==> src/sv/cktbl_pkg.sv <==
// Package: types, opcodes and default sizes of the compacting key table.
`timescale 1ns / 1ps
`default_nettype none

package cktbl_pkg;

    localparam int DEF_CAPACITY     = 64;
    localparam int DEF_KEY_BITS     = 16;
    localparam int DEF_PAYLOAD_BITS = 32;

    typedef enum logic [1:0] {
        OP_ADD    = 2'd0,
        OP_LOOKUP = 2'd1,
        OP_REMOVE = 2'd2
    } op_t;

    typedef enum logic [2:0] {
        ST_IDLE,
        ST_SCAN,
        ST_MOVE_RD,
        ST_MOVE_WR,
        ST_RESP
    } state_t;

endpackage

`default_nettype wire

==> src/sv/compacting_key_table.sv <==
// Top level of the compacting key table: entry memory, scan sequencer, result register.
//
//   channel  direction  handshake            fields
//   -------  ---------  -------------------  -------------------------------------
//   in       to block   in_valid / in_stall  opcode, key, payload_in
//   out      from block out_valid / out_stall hit, payload_out, status, occupancy
//
// One item in flight. An add, a refused add, the unused opcode and an empty-table scan go
// straight to the response state; a scan reads one slot per cycle behind the registered
// read, and a remove that moves the last entry adds a move read and a move write. The
// single read port sets this pace.
// Reset clears only the count and control state; slots at or above the count are never compared.
// in_stall is high while an item is in progress; a stalled result waits in the response state.
`timescale 1ns / 1ps
`default_nettype none

module compacting_key_table #(
    parameter int CAPACITY     = cktbl_pkg::DEF_CAPACITY,
    parameter int KEY_BITS     = cktbl_pkg::DEF_KEY_BITS,
    parameter int PAYLOAD_BITS = cktbl_pkg::DEF_PAYLOAD_BITS
) (
    input  wire logic                              clk,
    input  wire logic                              rst_n,
    input  wire logic                              in_valid,
    output logic                                   in_stall,
    input  wire logic [1:0]                        opcode,
    input  wire logic [KEY_BITS-1:0]               key,
    input  wire logic [PAYLOAD_BITS-1:0]           payload_in,
    output logic                                   out_valid,
    input  wire logic                              out_stall,
    output logic                                   hit,
    output logic [PAYLOAD_BITS-1:0]                payload_out,
    output logic                                   status,
    output logic [$clog2(CAPACITY+1)-1:0]          occupancy
);
    import cktbl_pkg::*;

    localparam int IDX_W   = $clog2(CAPACITY);
    localparam int CNT_W   = $clog2(CAPACITY + 1);
    localparam int ENTRY_W = KEY_BITS + PAYLOAD_BITS;

    // Entry memory: key in the upper bits, payload in the lower bits.
    logic [ENTRY_W-1:0]      table_mem [CAPACITY];
    logic [ENTRY_W-1:0]      rd_data_reg;
    logic                    rd_en;
    logic [IDX_W-1:0]        rd_addr;
    logic                    wr_en;
    logic [IDX_W-1:0]        wr_addr;
    logic [ENTRY_W-1:0]      wr_data;

    state_t                  state_reg, state_next;
    logic [CNT_W-1:0]        count_reg, count_next;
    logic [1:0]              op_reg, op_next;
    logic [KEY_BITS-1:0]     key_reg, key_next;
    logic [CNT_W-1:0]        issue_reg, issue_next;
    logic                    chk_vld_reg, chk_vld_next;
    logic [IDX_W-1:0]        chk_idx_reg, chk_idx_next;
    logic [IDX_W-1:0]        found_reg, found_next;
    logic                    res_hit_reg, res_hit_next;
    logic [PAYLOAD_BITS-1:0] res_pay_reg, res_pay_next;
    logic                    res_status_reg, res_status_next;
    logic                    out_valid_reg, out_valid_next;
    logic                    out_hit_reg, out_hit_next;
    logic [PAYLOAD_BITS-1:0] out_pay_reg, out_pay_next;
    logic                    out_status_reg, out_status_next;
    logic [CNT_W-1:0]        out_occ_reg, out_occ_next;

    logic [CNT_W-1:0]        last_cnt;
    logic [IDX_W-1:0]        last_idx;
    logic                    full;
    logic                    key_match;
    logic                    out_free;

    // Memory: one write port, one registered read port.
    always_ff @(posedge clk)
    begin
        if (wr_en)
        begin
            table_mem[wr_addr] <= wr_data;
        end
    end

    always_ff @(posedge clk)
    begin
        if (rd_en)
        begin
            rd_data_reg <= table_mem[rd_addr];
        end
    end

    assign last_cnt  = count_reg - CNT_W'(1);
    assign last_idx  = last_cnt[IDX_W-1:0];
    assign full      = (count_reg == CNT_W'(CAPACITY));
    assign key_match = (rd_data_reg[ENTRY_W-1:PAYLOAD_BITS] == key_reg);
    assign out_free  = !out_valid_reg || !out_stall;

    assign in_stall    = (state_reg != ST_IDLE);
    assign out_valid   = out_valid_reg;
    assign hit         = out_hit_reg;
    assign payload_out = out_pay_reg;
    assign status      = out_status_reg;
    assign occupancy   = out_occ_reg;

    // Control state and counters.
    always_ff @(posedge clk or negedge rst_n)
    begin
        if (!rst_n)
        begin
            state_reg     <= ST_IDLE;
            count_reg     <= '0;
            chk_vld_reg   <= 1'b0;
            out_valid_reg <= 1'b0;
        end
        else
        begin
            state_reg     <= state_next;
            count_reg     <= count_next;
            chk_vld_reg   <= chk_vld_next;
            out_valid_reg <= out_valid_next;
        end
    end

    // Payload and index registers.
    always_ff @(posedge clk)
    begin
        op_reg         <= op_next;
        key_reg        <= key_next;
        issue_reg      <= issue_next;
        chk_idx_reg    <= chk_idx_next;
        found_reg      <= found_next;
        res_hit_reg    <= res_hit_next;
        res_pay_reg    <= res_pay_next;
        res_status_reg <= res_status_next;
        out_hit_reg    <= out_hit_next;
        out_pay_reg    <= out_pay_next;
        out_status_reg <= out_status_next;
        out_occ_reg    <= out_occ_next;
    end

    always_comb
    begin
        state_next      = state_reg;
        count_next      = count_reg;
        op_next         = op_reg;
        key_next        = key_reg;
        issue_next      = issue_reg;
        chk_vld_next    = 1'b0;
        chk_idx_next    = chk_idx_reg;
        found_next      = found_reg;
        res_hit_next    = res_hit_reg;
        res_pay_next    = res_pay_reg;
        res_status_next = res_status_reg;
        out_hit_next    = out_hit_reg;
        out_pay_next    = out_pay_reg;
        out_status_next = out_status_reg;
        out_occ_next    = out_occ_reg;
        rd_en           = 1'b0;
        rd_addr         = issue_reg[IDX_W-1:0];
        wr_en           = 1'b0;
        wr_addr         = count_reg[IDX_W-1:0];
        wr_data         = {key_reg, payload_in};

        // Drop the result once the consumer takes it.
        out_valid_next  = out_valid_reg && out_stall;

        unique case (state_reg)
            ST_IDLE:
            begin
                if (in_valid)
                begin
                    op_next         = opcode;
                    key_next        = key;
                    issue_next      = '0;
                    res_hit_next    = 1'b0;
                    res_pay_next    = '0;
                    res_status_next = 1'b0;
                    state_next      = ST_RESP;
                    unique case (op_t'(opcode))
                        OP_ADD:
                        begin
                            // Append at the end, or refuse when every slot is taken.
                            if (full)
                            begin
                                res_status_next = 1'b1;
                            end
                            else
                            begin
                                wr_en      = 1'b1;
                                wr_data    = {key, payload_in};
                                count_next = count_reg + CNT_W'(1);
                            end
                        end
                        OP_LOOKUP, OP_REMOVE:
                        begin
                            // An empty table misses without touching memory.
                            if (count_reg != '0)
                            begin
                                state_next = ST_SCAN;
                            end
                        end
                        default:
                        begin
                        end
                    endcase
                end
            end

            ST_SCAN:
            begin
                // Issue one read per cycle; compare the slot read the cycle before.
                rd_en        = 1'b1;
                issue_next   = issue_reg + CNT_W'(1);
                chk_vld_next = 1'b1;
                chk_idx_next = issue_reg[IDX_W-1:0];
                if (chk_vld_reg)
                begin
                    if (key_match)
                    begin
                        chk_vld_next = 1'b0;
                        res_hit_next = 1'b1;
                        if (op_reg == OP_LOOKUP)
                        begin
                            res_pay_next = rd_data_reg[PAYLOAD_BITS-1:0];
                            state_next   = ST_RESP;
                        end
                        else if (chk_idx_reg == last_idx)
                        begin
                            // Last entry removed: shrink the count only.
                            count_next = last_cnt;
                            state_next = ST_RESP;
                        end
                        else
                        begin
                            found_next = chk_idx_reg;
                            state_next = ST_MOVE_RD;
                        end
                    end
                    else if (chk_idx_reg == last_idx)
                    begin
                        chk_vld_next = 1'b0;
                        state_next   = ST_RESP;
                    end
                end
            end

            ST_MOVE_RD:
            begin
                rd_en      = 1'b1;
                rd_addr    = last_idx;
                state_next = ST_MOVE_WR;
            end

            ST_MOVE_WR:
            begin
                // Fill the hole with the last entry and shrink the count.
                wr_en      = 1'b1;
                wr_addr    = found_reg;
                wr_data    = rd_data_reg;
                count_next = last_cnt;
                state_next = ST_RESP;
            end

            ST_RESP:
            begin
                // Hold until the result register is free, then load it.
                if (out_free)
                begin
                    out_valid_next  = 1'b1;
                    out_hit_next    = res_hit_reg;
                    out_pay_next    = res_pay_reg;
                    out_status_next = res_status_reg;
                    out_occ_next    = count_reg;
                    state_next      = ST_IDLE;
                end
            end

            default:
            begin
                state_next = ST_IDLE;
            end
        endcase
    end

endmodule

`default_nettype wire

==> config.mk <==
export PLATFORM = sky130hd
export DESIGN_NAME = compacting_key_table
export DESIGN_NICKNAME = d
export VERILOG_FILES = /design/src/sv/cktbl_pkg.sv /design/src/sv/compacting_key_table.sv
export SDC_FILE = /design/constraint.sdc
export NUM_CORES = 2
export LEC_CHECK = 0
export ABC_CLOCK_PERIOD_IN_PS = 5300
export BUFFER_PORTS_ARGS = -buffer_cell sky130_fd_sc_hd__buf_2
export CAP_MARGIN = 20
export CELL_PAD_IN_SITES_DETAIL_PLACEMENT = 0
export CELL_PAD_IN_SITES_GLOBAL_PLACEMENT = 1
export CORE_MARGIN = 5
export CORE_UTILIZATION = 56
export CTS_CLUSTER_DIAMETER = 60
export DETAILED_ROUTE_END_ITERATION = 8
export GPL_TIMING_DRIVEN = 1
export PLACE_DENSITY = 0.79
export SYNTH_ARGS = -nofsm -noshare
export SYNTH_HDL_FRONTEND = slang
export SYNTH_SLANG_ARGS = --single-unit
==> constraint.sdc <==
create_clock -name clk -period 5.3 [get_ports clk]
set_input_delay 1.59 -clock clk [delete_from_list [all_inputs] [get_ports clk]]
set_output_delay 1.59 -clock clk [all_outputs]
set_load 0.005 [all_outputs]
==> metrics <==
CTS resizes 0; slew at the pin closest to its max-slew limit 1.075 ns; Main synth FF type edfxtp_1; Initial Utilization 56.22%; GRT Max-Usage Layer met2; Max Cap Violations 0; total track usage 27.84%; Nets 5,737; post-synth top area share 79.55%; FP Rows 171; Buf+Inv Stages, Crit Path 2; Clock Sinks 3,243; Worst path top cell family by delay simple AND/OR/NAND/NOR gates; CP Data Required Time 6.09 ns; worst vdd ir 592.5 µV; first-pass GRT wire length 449,800 µm; flop2flop setup slack 0.80 ns; total congestion overflow 0; stages on the worst setup path 8; Post-synth top cells edfxtp_1 (3,231), mux4_2 (768), o22ai_1 (386); count leader, synth edfxtp_1; yosys warns 0; async set-reset flop share out of synthesis 0.3700%; drt drc 0; R2R cell count 8; postcts setup bufs 0; met3 Use GR 7.408%; Fin Clk Skew 0.04841 ns; Min Clock Period, post-route 4.503 ns; antenna viol nets, final 0; cell leakage power 43.43 nW; Post-Syn Instances 5,285; final total power approximately 76 mW; Achievable Freq 222.1 MHz; root buf cell clkbuf_16; via count between 60,000 and 70,000; wire length per cell 36.34 µm; synthesis-to-layout area growth 13.39%; H-tree levels 5; status finished clean; HPWL Detailed 171,400 µm; M2 GR Usage 43.35%; Post-Syn Nets about 5,300; Worst Path Arrival 5.29 ns; Slew HR about 28%; Final GP Congestion 0.8568; number of synthesized flops with an enable pin 3,231; Tcrit/Tclk final 84.95%; vias in the first global route between 60,000 and 70,000; Worst setup SP type flip-flop; Fin. Hold Viols 0; Yosys reg bits 3,243; crit path from state_reg[0]; IO Pins a little under 100; Crit Path Max Fanout 82; Clk Latency, worst-skew pair ~0.93 ns; final setup TNS 0 ns; share of cells above drive strength 1 between 20 and 30%; initial antenna violation count 13; Hold Crit Class flip-flop to flip-flop; pwr/cell area 550.3 nW/µm²; RSZ-0062 raised after global routing false; DR pass1 iterations 5; critical setup path kind flip-flop to flip-flop; synth unique cells 52; Max stage delay on crit path 0.82 ns; Num CTS Buffers 318; R2R Path End rd_data_reg[7]; clock tree buffer depth 4; sequential area share after synthesis around four fifths; Worst path slowest cell or4_1; Reg clk slew, reported paths 0.06 ns; top post-synthesis cells by area edfxtp_1 (80%), mux4_2 (14%), o22ai_1 (2.0%); Max Slew Vio Count 0; setup violators final 0; Die X between 400 and 500 µm; Routed WL 318,600 µm; largest net degree at the start of global routing 115; crit path cell chain or3b_1 -> o21ai_4 -> buf_4 -> buf_12 -> mux4_2 -> o22ai_1 -> or4_1 -> nor2_1; Die Area 227,200 µm²; port buffer count 96; endpoint type of the worst setup path flip-flop; Critical Path End rd_data_reg[7]; Critical R2R Launch state_reg[0]; Post-Syn Area per Cell 23.08 µm²; Post-CTS Hold Fix Bufs 0; CTS tree done; Die H 476.7 µm; core area 217,000 µm²; cell taking the most area after synthesis edfxtp_1; Vias/cell 6.917; mapped cell area 122,000 µm²; 1st-iter DRT viols 8,764; Final Worst Setup Slack 0.7975 ns; Min Hold Slack 0.4183 ns; met1 GRT Util 38.81%; max reg flops 3,072; Place WS 0.6927 ns
## layout make-up
type	instances	area [µm²]
Antenna cell	5	12.51
Clock buffer	373	8270
Clock inverter	177	1558
Fill cell	13760	78640
Inverter	12	45.04
Multi-Input combinational cell	1747	23840
Sequential cell	3243	97320
Tap cell	2854	3571
Timing Repair Buffer	356	3689
## power by group
group / switching [mW] / leakage, nW / internal, mW
registers: 0.701 / 29.3 / 31.3
logic: 13.3 / 9.38 / 9.08
clock network: 9.20 / 4.79 / 12.5
## metrics by stage
step / std cells / utilization, % / instance area, µm²
2_1_floorplan: 5285 / - / 122000
3_3_place_gp: 8185 / 58.97 / 127900
3_5_place_dp: 8192 / 59.03 / 128100
4_1_cts: 8742 / 63.56 / 137900
5_1_grt: 8765 / 63.75 / 138300
6_report: 8767 / 63.75 / 138300
## worst register-to-register path: cells and delay by family (launching register included)
family,cells,cell delay (ns)
mux,1,0.49
compound gates,2,0.80
simple gates,3,1.78
flops,1,0.52
buf+inv,2,0.78
## worst min path at each step
stage / startpoint / end / slack, ns / cells after the start
6_report: res_pay_reg[31] / payload_out[31] / 0.42 / 0
2_1_floorplan: res_hit_reg / hit / 0.40 / 0
3_5_place_dp: res_pay_reg[10] / payload_out[10] / 0.40 / 0
3_3_place_gp: res_pay_reg[22] / payload_out[22] / 0.40 / 0
4_1_cts: res_pay_reg[31] / payload_out[31] / 0.42 / 0
5_1_grt: res_pay_reg[19] / payload_out[19] / 0.42 / 0
## cell usage in the layout (no fill, tap or decap), drive strengths merged, types with 15 or more instances in the layout
cell type     n
edfxtp     3231
mux4        768
o22ai       386
clkbuf      373
buf         356
nand2       159
nor2        135
clkinv      134
or4          96
and3         37
bufinv       28
xor2         25
o21ai        22
a22oi        17
inv          15
## metal layers
layer | wire [µm] | part of all wire (%) | vias to the layer above
met3 | 41380 | 13 | 752
met4 | 12830 | 4.0 | 2
met2 | 151100 | 47 | 4551
met1 | 113300 | 36 | 31850
li1 | - | - | 23490
met5 | 13 | 0.0041 | -
## cell families after synthesis
logic type,share of synthesized area [%]
and+or+nand+nor,1.936
muxes,14.19
xor gates and xnor gates,0.2882
adders and majority gates,0.05129
buffers and inverters,1.353
AOI/OAI and AO/OA,2.390
DFF,79.79
No activity file was read; power rests on OpenSTA's default activity.
